### src/rtl/core/multi_track_audio_mixer_core_macros.svh
// Assertion macros shared by the multi-track audio mixer core.
// Every macro samples on aclk and is disabled while aresetn is low.
`ifndef MULTI_TRACK_AUDIO_MIXER_CORE_MACROS_SVH
`define MULTI_TRACK_AUDIO_MIXER_CORE_MACROS_SVH

// The property holds at every clock edge out of reset.
`define MTAM_ASSERT_HOLDS(lbl, prop, msg) \
    lbl: assert property (@(posedge aclk) disable iff (!aresetn) (prop)) else $error(msg);

// When the antecedent holds, the consequent holds in the same cycle.
`define MTAM_ASSERT_IMPLIES(lbl, ante, cons, msg) \
    lbl: assert property (@(posedge aclk) disable iff (!aresetn) (ante) |-> (cons)) \
        else $error(msg);

// When the antecedent holds, the consequent holds in the following cycle.
`define MTAM_ASSERT_NEXT(lbl, ante, cons, msg) \
    lbl: assert property (@(posedge aclk) disable iff (!aresetn) (ante) |=> (cons)) \
        else $error(msg);

`endif

### src/rtl/core/mtam_pkg.sv
// Types and constants shared by the multi-track audio mixer core.
// No dependencies; imported by mtam_front, mtam_back and the top level.
package mtam_pkg;

    // Field widths of the streaming words.
    localparam int SAMPLE_W = 16;
    localparam int TSEL_W   = 2;
    localparam int OP_W     = 2;
    localparam int CH_W     = 3;
    localparam int NCH_W    = 4;
    localparam int IN_USER_W  = OP_W + TSEL_W;
    localparam int OUT_USER_W = CH_W;

    // Configuration port.
    localparam int CFG_ADDR_W = 3;
    localparam int CFG_DATA_W = 10;
    localparam int GAIN_W     = 10;
    localparam int MUTE_W     = 4;
    localparam int GAIN_REGS  = 4;

    localparam logic [CFG_ADDR_W-1:0] REG_GAIN0  = 3'd0;
    localparam logic [CFG_ADDR_W-1:0] REG_GAIN1  = 3'd1;
    localparam logic [CFG_ADDR_W-1:0] REG_GAIN2  = 3'd2;
    localparam logic [CFG_ADDR_W-1:0] REG_GAIN3  = 3'd3;
    localparam logic [CFG_ADDR_W-1:0] REG_MUTE   = 3'd4;
    localparam logic [CFG_ADDR_W-1:0] REG_CHCNT  = 3'd5;

    localparam logic [GAIN_W-1:0] GAIN_RESET  = 10'd256;
    localparam logic [GAIN_W-1:0] GAIN_MAX    = 10'd512;
    localparam logic [NCH_W-1:0]  CHCNT_RESET = 4'd2;
    localparam int GAIN_FRAC = 8;

    // Arithmetic widths: sample times gain, the scaled value and a four-track sum.
    localparam int PROD_W = 27;
    localparam int SCL_W  = 18;
    localparam int ACC_W  = 21;
    localparam logic signed [ACC_W-1:0] SAT_HI = 21'sd32767;
    localparam logic signed [ACC_W-1:0] SAT_LO = -21'sd32768;
    localparam logic [SAMPLE_W-1:0] SAMPLE_HI = 16'h7FFF;
    localparam logic [SAMPLE_W-1:0] SAMPLE_LO = 16'h8000;

    // Channel sums kept for one frame.
    localparam int CH_LIMIT = 8;

    // Command queue between the front and the back.
    localparam int CQ_DEPTH = 4;
    localparam int CQ_PTR_W = 2;

    typedef enum logic [OP_W-1:0] {
        OP_PUSH  = 2'd0,
        OP_MIX   = 2'd1,
        OP_FLUSH = 2'd2,
        OP_NONE  = 2'd3
    } op_t;

    typedef struct packed {
        op_t                        op;
        logic [TSEL_W-1:0]          trk;
        logic signed [SAMPLE_W-1:0] sample;
    } cmd_t;

    typedef enum logic [1:0] {
        BK_IDLE  = 2'd0,
        BK_MIX   = 2'd1,
        BK_DRAIN = 2'd2,
        BK_EMIT  = 2'd3
    } bk_state_t;

endpackage

### src/rtl/core/mtam_front.sv
// Front end of the mixer: accepts input words, drops those with no effect
// and queues the rest as commands. Depends on mtam_pkg and the macro header.
`include "multi_track_audio_mixer_core_macros.svh"

module mtam_front #(
    parameter int NUM_TRACKS = 4
) (
    input  logic                               aclk,
    input  logic                               aresetn,
    input  logic                               s_tvalid,
    output logic                               s_tready,
    // sample_in
    input  logic [mtam_pkg::SAMPLE_W-1:0]      s_tdata,
    // opcode [1:0], track_sel [3:2]
    input  logic [mtam_pkg::IN_USER_W-1:0]     s_tuser,
    output logic                               cmd_valid,
    output mtam_pkg::cmd_t                     cmd,
    input  logic                               cmd_pop
);
    import mtam_pkg::*;

    localparam logic [TSEL_W:0] NT = (TSEL_W+1)'(NUM_TRACKS);

    cmd_t                cq_mem_reg [CQ_DEPTH];
    logic [CQ_PTR_W-1:0] cq_wr_reg;
    logic [CQ_PTR_W-1:0] cq_rd_reg;
    logic [CQ_PTR_W:0]   cq_cnt_reg;

    cmd_t  in_cmd;
    logic  in_acc;
    logic  in_keep;
    logic  cq_push;

    // Decode the incoming word and decide whether it does anything.
    always_comb begin
        in_cmd.op     = op_t'(s_tuser[OP_W-1:0]);
        in_cmd.trk    = s_tuser[IN_USER_W-1:OP_W];
        in_cmd.sample = s_tdata;
        case (in_cmd.op)
            OP_PUSH:  in_keep = {1'b0, in_cmd.trk} < NT;
            OP_MIX:   in_keep = 1'b1;
            OP_FLUSH: in_keep = 1'b1;
            default:  in_keep = 1'b0;
        endcase
    end

    assign s_tready  = cq_cnt_reg != (CQ_PTR_W+1)'(CQ_DEPTH);
    assign in_acc    = s_tvalid && s_tready;
    assign cq_push   = in_acc && in_keep;
    assign cmd_valid = cq_cnt_reg != '0;
    assign cmd       = cq_mem_reg[cq_rd_reg];

    // Queue pointers and fill count.
    always_ff @(posedge aclk) begin
        if (!aresetn) begin
            cq_wr_reg  <= '0;
            cq_rd_reg  <= '0;
            cq_cnt_reg <= '0;
        end else begin
            if (cq_push) begin
                cq_wr_reg <= cq_wr_reg + 1'b1;
            end
            if (cmd_pop) begin
                cq_rd_reg <= cq_rd_reg + 1'b1;
            end
            if (cq_push && !cmd_pop) begin
                cq_cnt_reg <= cq_cnt_reg + 1'b1;
            end else if (!cq_push && cmd_pop) begin
                cq_cnt_reg <= cq_cnt_reg - 1'b1;
            end
        end
    end

    // Queue storage.
    always_ff @(posedge aclk) begin
        if (cq_push) begin
            cq_mem_reg[cq_wr_reg] <= in_cmd;
        end
    end

    `MTAM_ASSERT_HOLDS(a_cq_bound, cq_cnt_reg <= (CQ_PTR_W+1)'(CQ_DEPTH), "queue overfilled")
    `MTAM_ASSERT_IMPLIES(a_cq_pop_valid, cmd_pop, cq_cnt_reg != '0, "pop from empty queue")

endmodule

### config.mk
export PLATFORM = sky130hd
export DESIGN_NAME = mtam_front
export DESIGN_NICKNAME = d
export VERILOG_FILES = /design/src/rtl/core/mtam_pkg.sv /design/src/rtl/core/mtam_front.sv
export VERILOG_INCLUDE_DIRS = /design/src /design/src/rtl/core
export SDC_FILE = /design/constraint.sdc
export NUM_CORES = 1
export LEC_CHECK = 0
export BUFFER_PORTS_ARGS = -buffer_cell sky130_fd_sc_hd__buf_2
export CORE_MARGIN = 4
export CORE_UTILIZATION = 40
export DETAILED_ROUTE_END_ITERATION = 6
export GPL_TIMING_DRIVEN = 0
export PLACE_DENSITY = 0.64
export SETUP_SLACK_MARGIN = 0.05
export SLEW_MARGIN = 20
export SYNTH_ARGS = -nofsm -noshare
export SYNTH_HDL_FRONTEND = slang
export SYNTH_SLANG_ARGS = --single-unit
### constraint.sdc
create_clock -name aclk -period 3.69 [get_ports aclk]
set_input_delay 0.369 -clock aclk [delete_from_list [all_inputs] [get_ports aclk]]
set_output_delay 0.369 -clock aclk [all_outputs]
set_load 0.01 [all_outputs]
==> impl_metrics.yaml, run 1 <==
cells_and_area:
  final_util_pct: 47.8
  drive_above_1_share_pct: 42.3
  largest_register_ffs: 80
  ff_latch_area_mm2: 0.00258
  fin_nets: 238
  fin_area_mm2: 0.00393
  num_antenna_cells: 0
  fillers: 677
  area_delta_synth_final_pct: 16.3
  multi_input_area_um2: 741
placement:
  routabilityCongestion: 0.682
  dpl.hpwl_um: 3360
  placed_cell_area_mm2: 0.00373
  io_buffers: 44
global_route:
  gr-total-overflow: 0
  grt.total_usage_pct: 11.7
  antenna_found_initial: 0
  grt_first_pass_wirelength_um: 8580
  grt_max_degree: 21
  grt_pass1_vias: 1620
power:
  power.share.clock_pct: 30.5
  p_int_w: 0.00163
  cellPowerDensity_mw_per_mm2: 548
  p_comb_share_pct: 13.7
  peakVddDrop_v: 0.000261
  p_switching_w: 0.000522
  p_leak_nw: 1.35
  swShare_pct: 24.2
  p_seq_share_pct: 55.8
setup_path:
  path_max_fanout: 7
  crit_type: "reg2reg"
  cp_slowest_cell: "dfxtp_1"
  path_cells: "nor2_2, a221oi_4, ha_1, inv_1, fa_1, xor2_1, or3_1, a21boi_0"
  cp-end-kind: "flip-flop"
  crit_arrival_ns: 2.59
  critPathLaunchType: "flip-flop"
  max_stage_delay_ns: 0.43
  r2r_cells: 8
  crit_path_end: "cq_cnt_reg[2]"
  ff2ff_setup_slack_ns: 1.37
  r2r_start: "cq_cnt_reg[0]"
  reg2reg_to: "cq_cnt_reg[2]"
  startpoint: "cq_cnt_reg[0]"
  worstPathRequired_ns: 3.96
sta:
  relSlewSlack_pct: 61.6
  whs_ns: 0.233
  period_needed_ns: 2.32
  worst_slew_pin_slew_ns: 0.576
  skew_ns: 0.00981
  slew_violations: 0
  tns_ns: 0
  fmax_ghz: 0.432
  fin_crit_sh_pct: 62.8
  hold_viol: 0
  finalSetupViolCount: 0
  rsz0062_at_grt: "no"
synth:
  ys.flop_type: "edfxtp_1"
  synth_edf_count: 80
  yosysTopAreaCellShare_pct: 71.1
  synth_nets: 183
  synthCells: 153
  ys_seq_elements: 89
  synth_top_cell_by_area: "edfxtp_1"
  yosysMostFrequentCell: "edfxtp_1"
  ys_top_cells_by_count: "edfxtp_1 (80), mux4_2 (20), dfxtp_1 (9)"
  ys_top_cells_by_area: "edfxtp_1 (71%), mux4_2 (13%), dfxtp_1 (5.3%)"
  synthArstFlopShare_pct: 0
  ys_types: 22
  netlist_area_mm2: 0.00338
  yosysWarningCount: 0
  yosysSeqAreaShare_pct: 76.4
  synth_area_per_cell_um2: 22.1
worst_hold_path:
  hp-class: "in2reg"
  min_from: "s_tdata[9]"
detailed_routing:
  drc_errors: 0
  wl_um: 5310
  vias: 1530
  drt-initial-drc-count: 64
  viasPerCell: 4.81
  ant_nets: 0
  wl_per_cell_um: 16.7
  firstDrtPassIters: 4
clocking:
  hold_buffers: 0
  cts_buffers: 9
  htree_levels: 3
  cts.sinks: 89
  cts.path.max_buffers: 2
  cts_resized: 0
  clock_latency_ns: 0.35
  cts_root_buf: "clkbuf_8"
  post-cts-setup-buffers: 0
  clk_transition_reported_paths_ns: 0.09
  cts_tree: "yes"
floorplanning:
  ioPinCount: 46
  die_area_mm2: 0.00998
  die_h_um: 99.9
  fp.dieW_um: 99.9
  fp-row-count: 33
  start_util_pct: 41.1
  coreArea_mm2: 0.00822
run:
  drv_cap: 0
outcome:
  outcome: "completed"
## area by class of cell
type / instances / share of cell area (%)
Clock inverter: 7 / 1.91
Tap cell: 105 / 3.34
Timing Repair Buffer: 44 / 5.61
Sequential cell: 89 / 65.7
Buffer: 5 / 0.924
Inverter: 5 / 0.478
Multi-Input combinational cell: 54 / 18.9
Clock buffer: 9 / 3.15
## critical path, delay by kind of cell, from the launching register on
kind,cells,cell delay [ns]
adders and majority gates,2,0.65
AOI/OAI and AO/OA,2,0.56
DFF,1,0.43
and+or+nand+nor,2,0.38
xor gates and xnor gates,1,0.17
buffers and inverters,1,0.06
## layer usage
layer	share of wire [%]	vias up	global-route usage, %
met4	1.4	0	5.04
met5	0	-	0
li1	-	721	-
met2	52	28	19.0
met3	4.2	4	4.10
met1	42	777	14.1
## cell usage in the layout, fill, tap and decap left out, drive strengths merged, types with 3 or more instances in the layout
cell type  synthesis  routed
inv                5       8
mux2i              3       3
buf                4      48
ha                 5       5
edfxtp            80      80
mux4              20      20
dfxtp              9       9
clkbuf             1      10
nand2              6       6
and2               8       8
## cell families (layout without fill, tap and decap cells)
kind of cell / count (synthesis) / count (layout) / share of synthesized area, %
buf+inv: 10 / 70 / 1.63
xor+xnor: 4 / 4 / 1.04
fa+ha+maj: 6 / 6 / 2.44
mux: 23 / 23 / 14.2
simple gates: 18 / 18 / 3.07
flops: 89 / 89 / 76.4
compound gates: 3 / 3 / 1.15
## power groups by stage
stage / Sequential (W) / Clock (W) / Combinational, W
finish: 0.00120 / 0.000656 / 0.000296
CTS: 0.00120 / 0.000678 / 0.000305
global route: 0.00121 / 0.000725 / 0.000330
detailed placement: 0.00123 / 0 / 0.000304
floorplan: 0.00122 / 0 / 0.000199
global placement: 0.00122 / 0 / 0.000301
## metrics by stage
| stage | setup slack (ns) | total power [W] | std cells |
|---|---|---|---|
| after floorplan | 1.58 | 0.00142 | 153 |
| after global placement | 1.34 | 0.00152 | 302 |
| after detailed placement | 1.32 | 0.00153 | 302 |
| after CTS | 1.34 | 0.00219 | 318 |
| after global routing | 1.19 | 0.00227 | 318 |
| final | 1.37 | 0.00215 | 318 |
## worst min-delay path by stage
stage	to	depth (start not counted)
2_1_floorplan	cq_wr_reg[1]	2
3_3_place_gp	cq_wr_reg[0]	2
3_5_place_dp	cq_wr_reg[1]	2
4_1_cts	cq_mem_reg[0][10]	1
5_1_grt	cq_mem_reg[2][13]	1
6_report	cq_mem_reg[3][9]	1
No activity file was read; power rests on OpenSTA's default activity.
==> inputs of run 2 (changes only) <==
--- a/config.mk
+++ b/config.mk
@@ -6,6 +6,7 @@
 export SDC_FILE = /design/constraint.sdc
 export NUM_CORES = 1
 export LEC_CHECK = 0
+export ABC_AREA = 1
 export BUFFER_PORTS_ARGS = -buffer_cell sky130_fd_sc_hd__buf_2
 export CORE_MARGIN = 4
 export CORE_UTILIZATION = 40
==> constraint.sdc (replaced) <==
create_clock -name aclk -period 2.27 [get_ports aclk]
set_input_delay 0.227 -clock aclk [delete_from_list [all_inputs] [get_ports aclk]]
set_output_delay 0.227 -clock aclk [all_outputs]
set_load 0.01 [all_outputs]
==> run 2 against run 1 <==
Net effect:
- power increased by 62%
- wire length is 24% higher
- via count up 39%
- global-route usage is 2.1 points higher
- highest routed layer unchanged
==> impl_metrics.yaml, run 2 <==
outcome:
  outcome: "completed"
global_route:
  grt.total_usage_pct: 13.8
  antenna_found_initial: 0
  grt_max_degree: 21
  grt_pass1_vias: 2139
  gr-total-overflow: 0
  grt_first_pass_wirelength_um: 10400
clocking:
  cts_root_buf: "clkbuf_8"
  htree_levels: 3
  post-cts-setup-buffers: 0
  cts_buffers: 9
  cts.sinks: 89
  clock_latency_ns: 0.34
  clk_transition_reported_paths_ns: 0.09
  cts.path.max_buffers: 2
  cts_tree: "yes"
cells_and_area:
  drive_above_1_share_pct: 23.9
  final_cell_mix: "edfxtp_1 (80), buf_2 (53), nor2_1 (45)"
  fillers: 725
  final_common_cell: "edfxtp_1"
  area_delta_synth_final_pct: 18.3
  fin_nets: 348
  final_cells: 427
  num_antenna_cells: 0
  largest_register_ffs: 80
  final_util_pct: 49.0
synth:
  synth_nets: 290
  yosysSeqAreaShare_pct: 75.5
  netlist_area_mm2: 0.00342
  ys.flop_type: "edfxtp_1"
  synth_edf_count: 80
  ys_top_cells_by_count: "edfxtp_1 (80), nor2_1 (49), o21ai_1 (40)"
  yosysTopAreaCellShare_pct: 70.3
  synthCells: 260
  synth_area_per_cell_um2: 13.2
  ys_seq_elements: 89
  ys_top_cells_by_area: "edfxtp_1 (70%), o21ai_1 (5.9%), nor2_1 (5.4%)"
  synth_top_cell_by_area: "edfxtp_1"
  synthArstFlopShare_pct: 0
  yosysMostFrequentCell: "edfxtp_1"
  yosysWarningCount: 0
  ys_types: 17
setup_path:
  crit_type: "reg2reg"
  critPathLaunchType: "flip-flop"
  crit_arrival_ns: 2.19
  worstPathRequired_ns: 2.50
  path_max_fanout: 6
  cp-end-kind: "flip-flop"
sta:
  fmax_ghz: 0.512
  finalSetupViolCount: 0
  hold_viol: 0
  relSlewSlack_pct: 55.4
  fin_ws_ns: 0.317
  rsz0062_at_grt: "no"
  tns_ns: 0
  worst_slew_pin_slew_ns: 0.667
  period_needed_ns: 1.95
  slew_violations: 0
  skew_ns: 0.0105
  whs_ns: 0.0962
  fin_crit_sh_pct: 86.0
detailed_routing:
  wl_um: 6570
  ant_nets: 0
  wl_per_cell_um: 15.4
  drt-initial-drc-count: 120
  vias: 2121
  viasPerCell: 4.97
  drc_errors: 0
  firstDrtPassIters: 4
placement:
  dpl.hpwl_um: 4280
  placed_cells: 412
  routabilityCongestion: 0.759
  post-place-ws_ns: 0.226
  io_buffers: 45
floorplanning:
  start_util_pct: 41.4
  fp.dieW_um: 100
  die_area_mm2: 0.0101
  ioPinCount: 46
  coreArea_mm2: 0.00826
  fp-row-count: 33
  die_h_um: 100
power:
  peakVddDrop_v: 0.000339
  cellPowerDensity_mw_per_mm2: 865
  p_leak_nw: 1.47
worst_hold_path:
  hp-class: "in2reg"
run:
  drv_cap: 0
[run 2: cell count changes in the layout (fill, tap and decap cells not counted), sizes merged, moves of 5 or more]
cell,before,now
mux4,20,0
inv,8,21
and2,8,0
nand3,0,5
o22ai,0,20
nor2,1,49
buf,48,55
a21oi,0,6
o21ai,1,44
[run 2: area by class of cell]
class	instances	area [µm²]	share of cell area, %
clock buffer	9	124	3.06
timing repair buffer	47	255	6.31
inverter	20	75.1	1.86
sequential	89	2580	63.8
clock inverter	6	92.6	2.29
tap	105	131	3.25
multi-input combinational	139	729	18.0
buffer	12	55.1	1.36
[run 2: where the power goes]
part | internal (W) | total, W | switching, W
Combinational | 0.000151 | 0.000427 | 0.000276
Sequential | 0.00188 | 0.00191 | 0.0000312
Clock | 0.000620 | 0.00116 | 0.000540
Total | 0.00265 | 0.00350 | 0.000847
[run 2: cells by family after synthesis]
| logic type | synth area share, % |
|---|---|
| simple gates | 7.17 |
| flops | 75.5 |
| fa+ha+maj | 2.41 |
| buf+inv | 3.81 |
| compound gates | 11.1 |
[run 2: what timing repair did]
action / in CTS / in global routing
hold buffers: 0 / 0
endpoints found under the setup margin: 0 / 2
resized for setup: 0 / 1
[run 2: critical path, stage by stage, from the launching register on]
cell and delay [ns]:
dfxtp_1 0.34, inv_1 0.10, nand3_1 0.20, nand2_2 0.24, inv_1 0.06, ha_1 0.19, inv_1 0.08, fa_1 0.41
o21ai_0 0.17, a21oi_1 0.05
[run 2: per-stage QoR]
step / cell area (µm²) / total power (W)
2_1_floorplan: 3420 / 0.00220
3_3_place_gp: 3780 / 0.00236
3_5_place_dp: 3830 / 0.00238
4_1_cts: 4040 / 0.00353
5_1_grt: 4050 / 0.00366
6_report: 4050 / 0.00350
[run 2: per-layer routing]
| layer | up-vias | part of all wire [%] | track usage (%) |
|---|---|---|---|
| li1 | 1052 | - | - |
| met1 | 1015 | 42 | 17.0 |
| met2 | 43 | 51 | 22.7 |
| met3 | 11 | 5.5 | 3.39 |
| met4 | 0 | 1.9 | 6.84 |
| met5 | - | 0 | 0 |
[run 2: path summary, 6_finish.rpt]
kind | depth (start not counted) | startpoint | slack (ns) | endpoint
max | 9 | cq_cnt_reg[0] | 0.32 | cq_cnt_reg[1]
min | 1 | s_tdata[8] | 0.1 | cq_mem_reg[3][8]
max reg2reg | 9 | cq_cnt_reg[0] | 0.32 | cq_cnt_reg[1]
min reg2reg | 1 | cq_rd_reg[1] | 0.45 | flip-flop
==> inputs of run 3 (changes only) <==
--- a/config.mk
+++ b/config.mk
@@ -8,12 +8,12 @@
 export LEC_CHECK = 0
 export ABC_AREA = 1
 export BUFFER_PORTS_ARGS = -buffer_cell sky130_fd_sc_hd__buf_2
-export CORE_MARGIN = 4
+export CORE_MARGIN = 2
 export CORE_UTILIZATION = 40
 export DETAILED_ROUTE_END_ITERATION = 6
-export GPL_TIMING_DRIVEN = 0
 export PLACE_DENSITY = 0.64
 export SETUP_SLACK_MARGIN = 0.05
+export SKIP_CTS_REPAIR_TIMING = 1
 export SLEW_MARGIN = 20
 export SYNTH_ARGS = -nofsm -noshare
 export SYNTH_HDL_FRONTEND = slang
==> run 3 against run 2 <==
Net effect:
- design area is 1.7% lower
- wire length fell by 2.7%
- die area fell by 7.8%
- clock-buffer cell count unchanged
- sequential share of layout area rose by 1.1 points
- global-route usage rose by 1.2 points
- largest power group unchanged
- critical endpoint unchanged
- sequential cell count did not move
==> impl_metrics.yaml, run 3 (synthesis gave the netlist of run 2 again) <==
cells_and_area:
  largest_register_ffs: 80
  fillers: 736
  area_delta_synth_final_pct: 16.3
  final_cell_mix: "edfxtp_1 (80), nor2_1 (45), buf_2 (45)"
  final_common_cell: "edfxtp_1"
  fin_area_mm2: 0.00398
  drive_above_1_share_pct: 23.2
  fin_nets: 340
  num_antenna_cells: 0
  final_util_pct: 48.2
sta:
  fin_crit_sh_pct: 87.5
  rsz0062_at_grt: "no"
  tns_ns: 0
  period_needed_ns: 1.99
  hold_viol: 0
  finalSetupViolCount: 0
  whs_ns: 0.0801
  skew_ns: 0.0163
  worst_slew_pin_slew_ns: 0.699
  slew_violations: 0
  relSlewSlack_pct: 53.3
  fmax_ghz: 0.503
power:
  power_w: 0.00341
  p_leak_nw: 1.45
  cellPowerDensity_mw_per_mm2: 857
  peakVddDrop_v: 0.000421
detailed_routing:
  drt-initial-drc-count: 123
  wl_um: 6390
  wl_per_cell_um: 15.2
  viasPerCell: 5.00
  firstDrtPassIters: 4
  drc_errors: 0
  ant_nets: 0
  vias: 2099
global_route:
  grt.total_usage_pct: 15.0
  antenna_found_initial: 0
  grt_pass1_vias: 2049
  grt_max_degree: 41
  grt_first_pass_wirelength_um: 10100
  gr-total-overflow: 0
setup_path:
  critPathLaunchType: "flip-flop"
  crit_type: "reg2reg"
  reg2reg_to: "cq_cnt_reg[1]"
  path_max_fanout: 6
  r2r_start: "cq_cnt_reg[0]"
  ff2ff_setup_slack_ns: 0.28
  worstPathRequired_ns: 2.52
  crit_path_end: "cq_cnt_reg[1]"
  startpoint: "cq_cnt_reg[0]"
  cp-end-kind: "flip-flop"
  crit_arrival_ns: 2.23
  r2r_cells: 9
placement:
  routabilityCongestion: 0.702
  placed_cell_area_mm2: 0.00378
  dpl.hpwl_um: 3750
  io_buffers: 45
floorplanning:
  coreArea_mm2: 0.00826
  die_h_um: 96.5
  fp.dieW_um: 96.5
  die_area_mm2: 0.00930
  ioPinCount: 46
  fp-row-count: 33
  start_util_pct: 41.4
run:
  drv_cap: 0
clocking:
  clock_latency_ns: 0.36
  cts.sinks: 89
  htree_levels: 3
  cts_root_buf: "clkbuf_8"
  cts_tree: "yes"
  clk_transition_reported_paths_ns: 0.10
  cts_buffers: 9
  cts.path.max_buffers: 2
outcome:
  outcome: "completed"
worst_hold_path:
  hp-class: "in2reg"
==> run 3: cell count changes in the layout (fill, tap and decap cells not counted), sizes merged <==
cell	delta
clkinv	+2
inv	+1
bufinv	-1
clkinvlp	-1
clkbuf	-4
buf	-4
==> run 3: where the power goes <==
part	switching, W	total [W]	internal, W
Clock	0.000567	0.00109	0.000518
Sequential	0.0000300	0.00191	0.00188
Combinational	0.000270	0.000414	0.000145
Total	0.000867	0.00341	0.00254
==> run 3: through the flow <==
step	worst slack [ns]	std cells
global placement	0.377	404
CTS	0.280	420
finish	0.283	420
global route	0.0860	420
detailed placement	0.298	404
floorplan	0.211	260
==> run 3: metal layers <==
metal  track usage, %  part of all wire [%]  up-vias
met5                0                     0        -
met4             7.98                   2.1        0
met3             3.26                   4.0        9
met2             25.3                    51       35
met1             18.1                    43     1018
li1                 -                     -     1037
==> run 3: worst min-delay path by stage <==
stage	from	endpoint	cells after the start
detailed placement	cq_rd_reg[1]	flip-flop	1
global route	s_tdata[11]	cq_mem_reg[1][11]	1
finish	s_tdata[9]	cq_mem_reg[1][9]	1
floorplan	s_tdata[0]	cq_mem_reg[0][0]	0
global placement	cq_rd_reg[1]	cq_rd_reg[1]	1
CTS	s_tdata[3]	cq_mem_reg[0][3]	1
==> run 3: critical path: stages, from the launching register on <==
cell and delay [ns]:
dfxtp_1 0.33, inv_1 0.11, nand3_1 0.18, nand2_1 0.26
inv_1 0.07, ha_1 0.20, inv_1 0.09, fa_1 0.40
o21ai_0 0.18, a21oi_1 0.05
==> run 3: layout make-up <==
class | count | area, µm² | area share (%)
Clock inverter | 7 | 77.6 | 1.95
Clock buffer | 9 | 124 | 3.11
Inverter | 20 | 75.1 | 1.89
Sequential cell | 89 | 2580 | 64.9
Tap cell | 105 | 131 | 3.30
Timing Repair Buffer | 51 | 270 | 6.79
Multi-Input combinational cell | 139 | 717 | 18.0
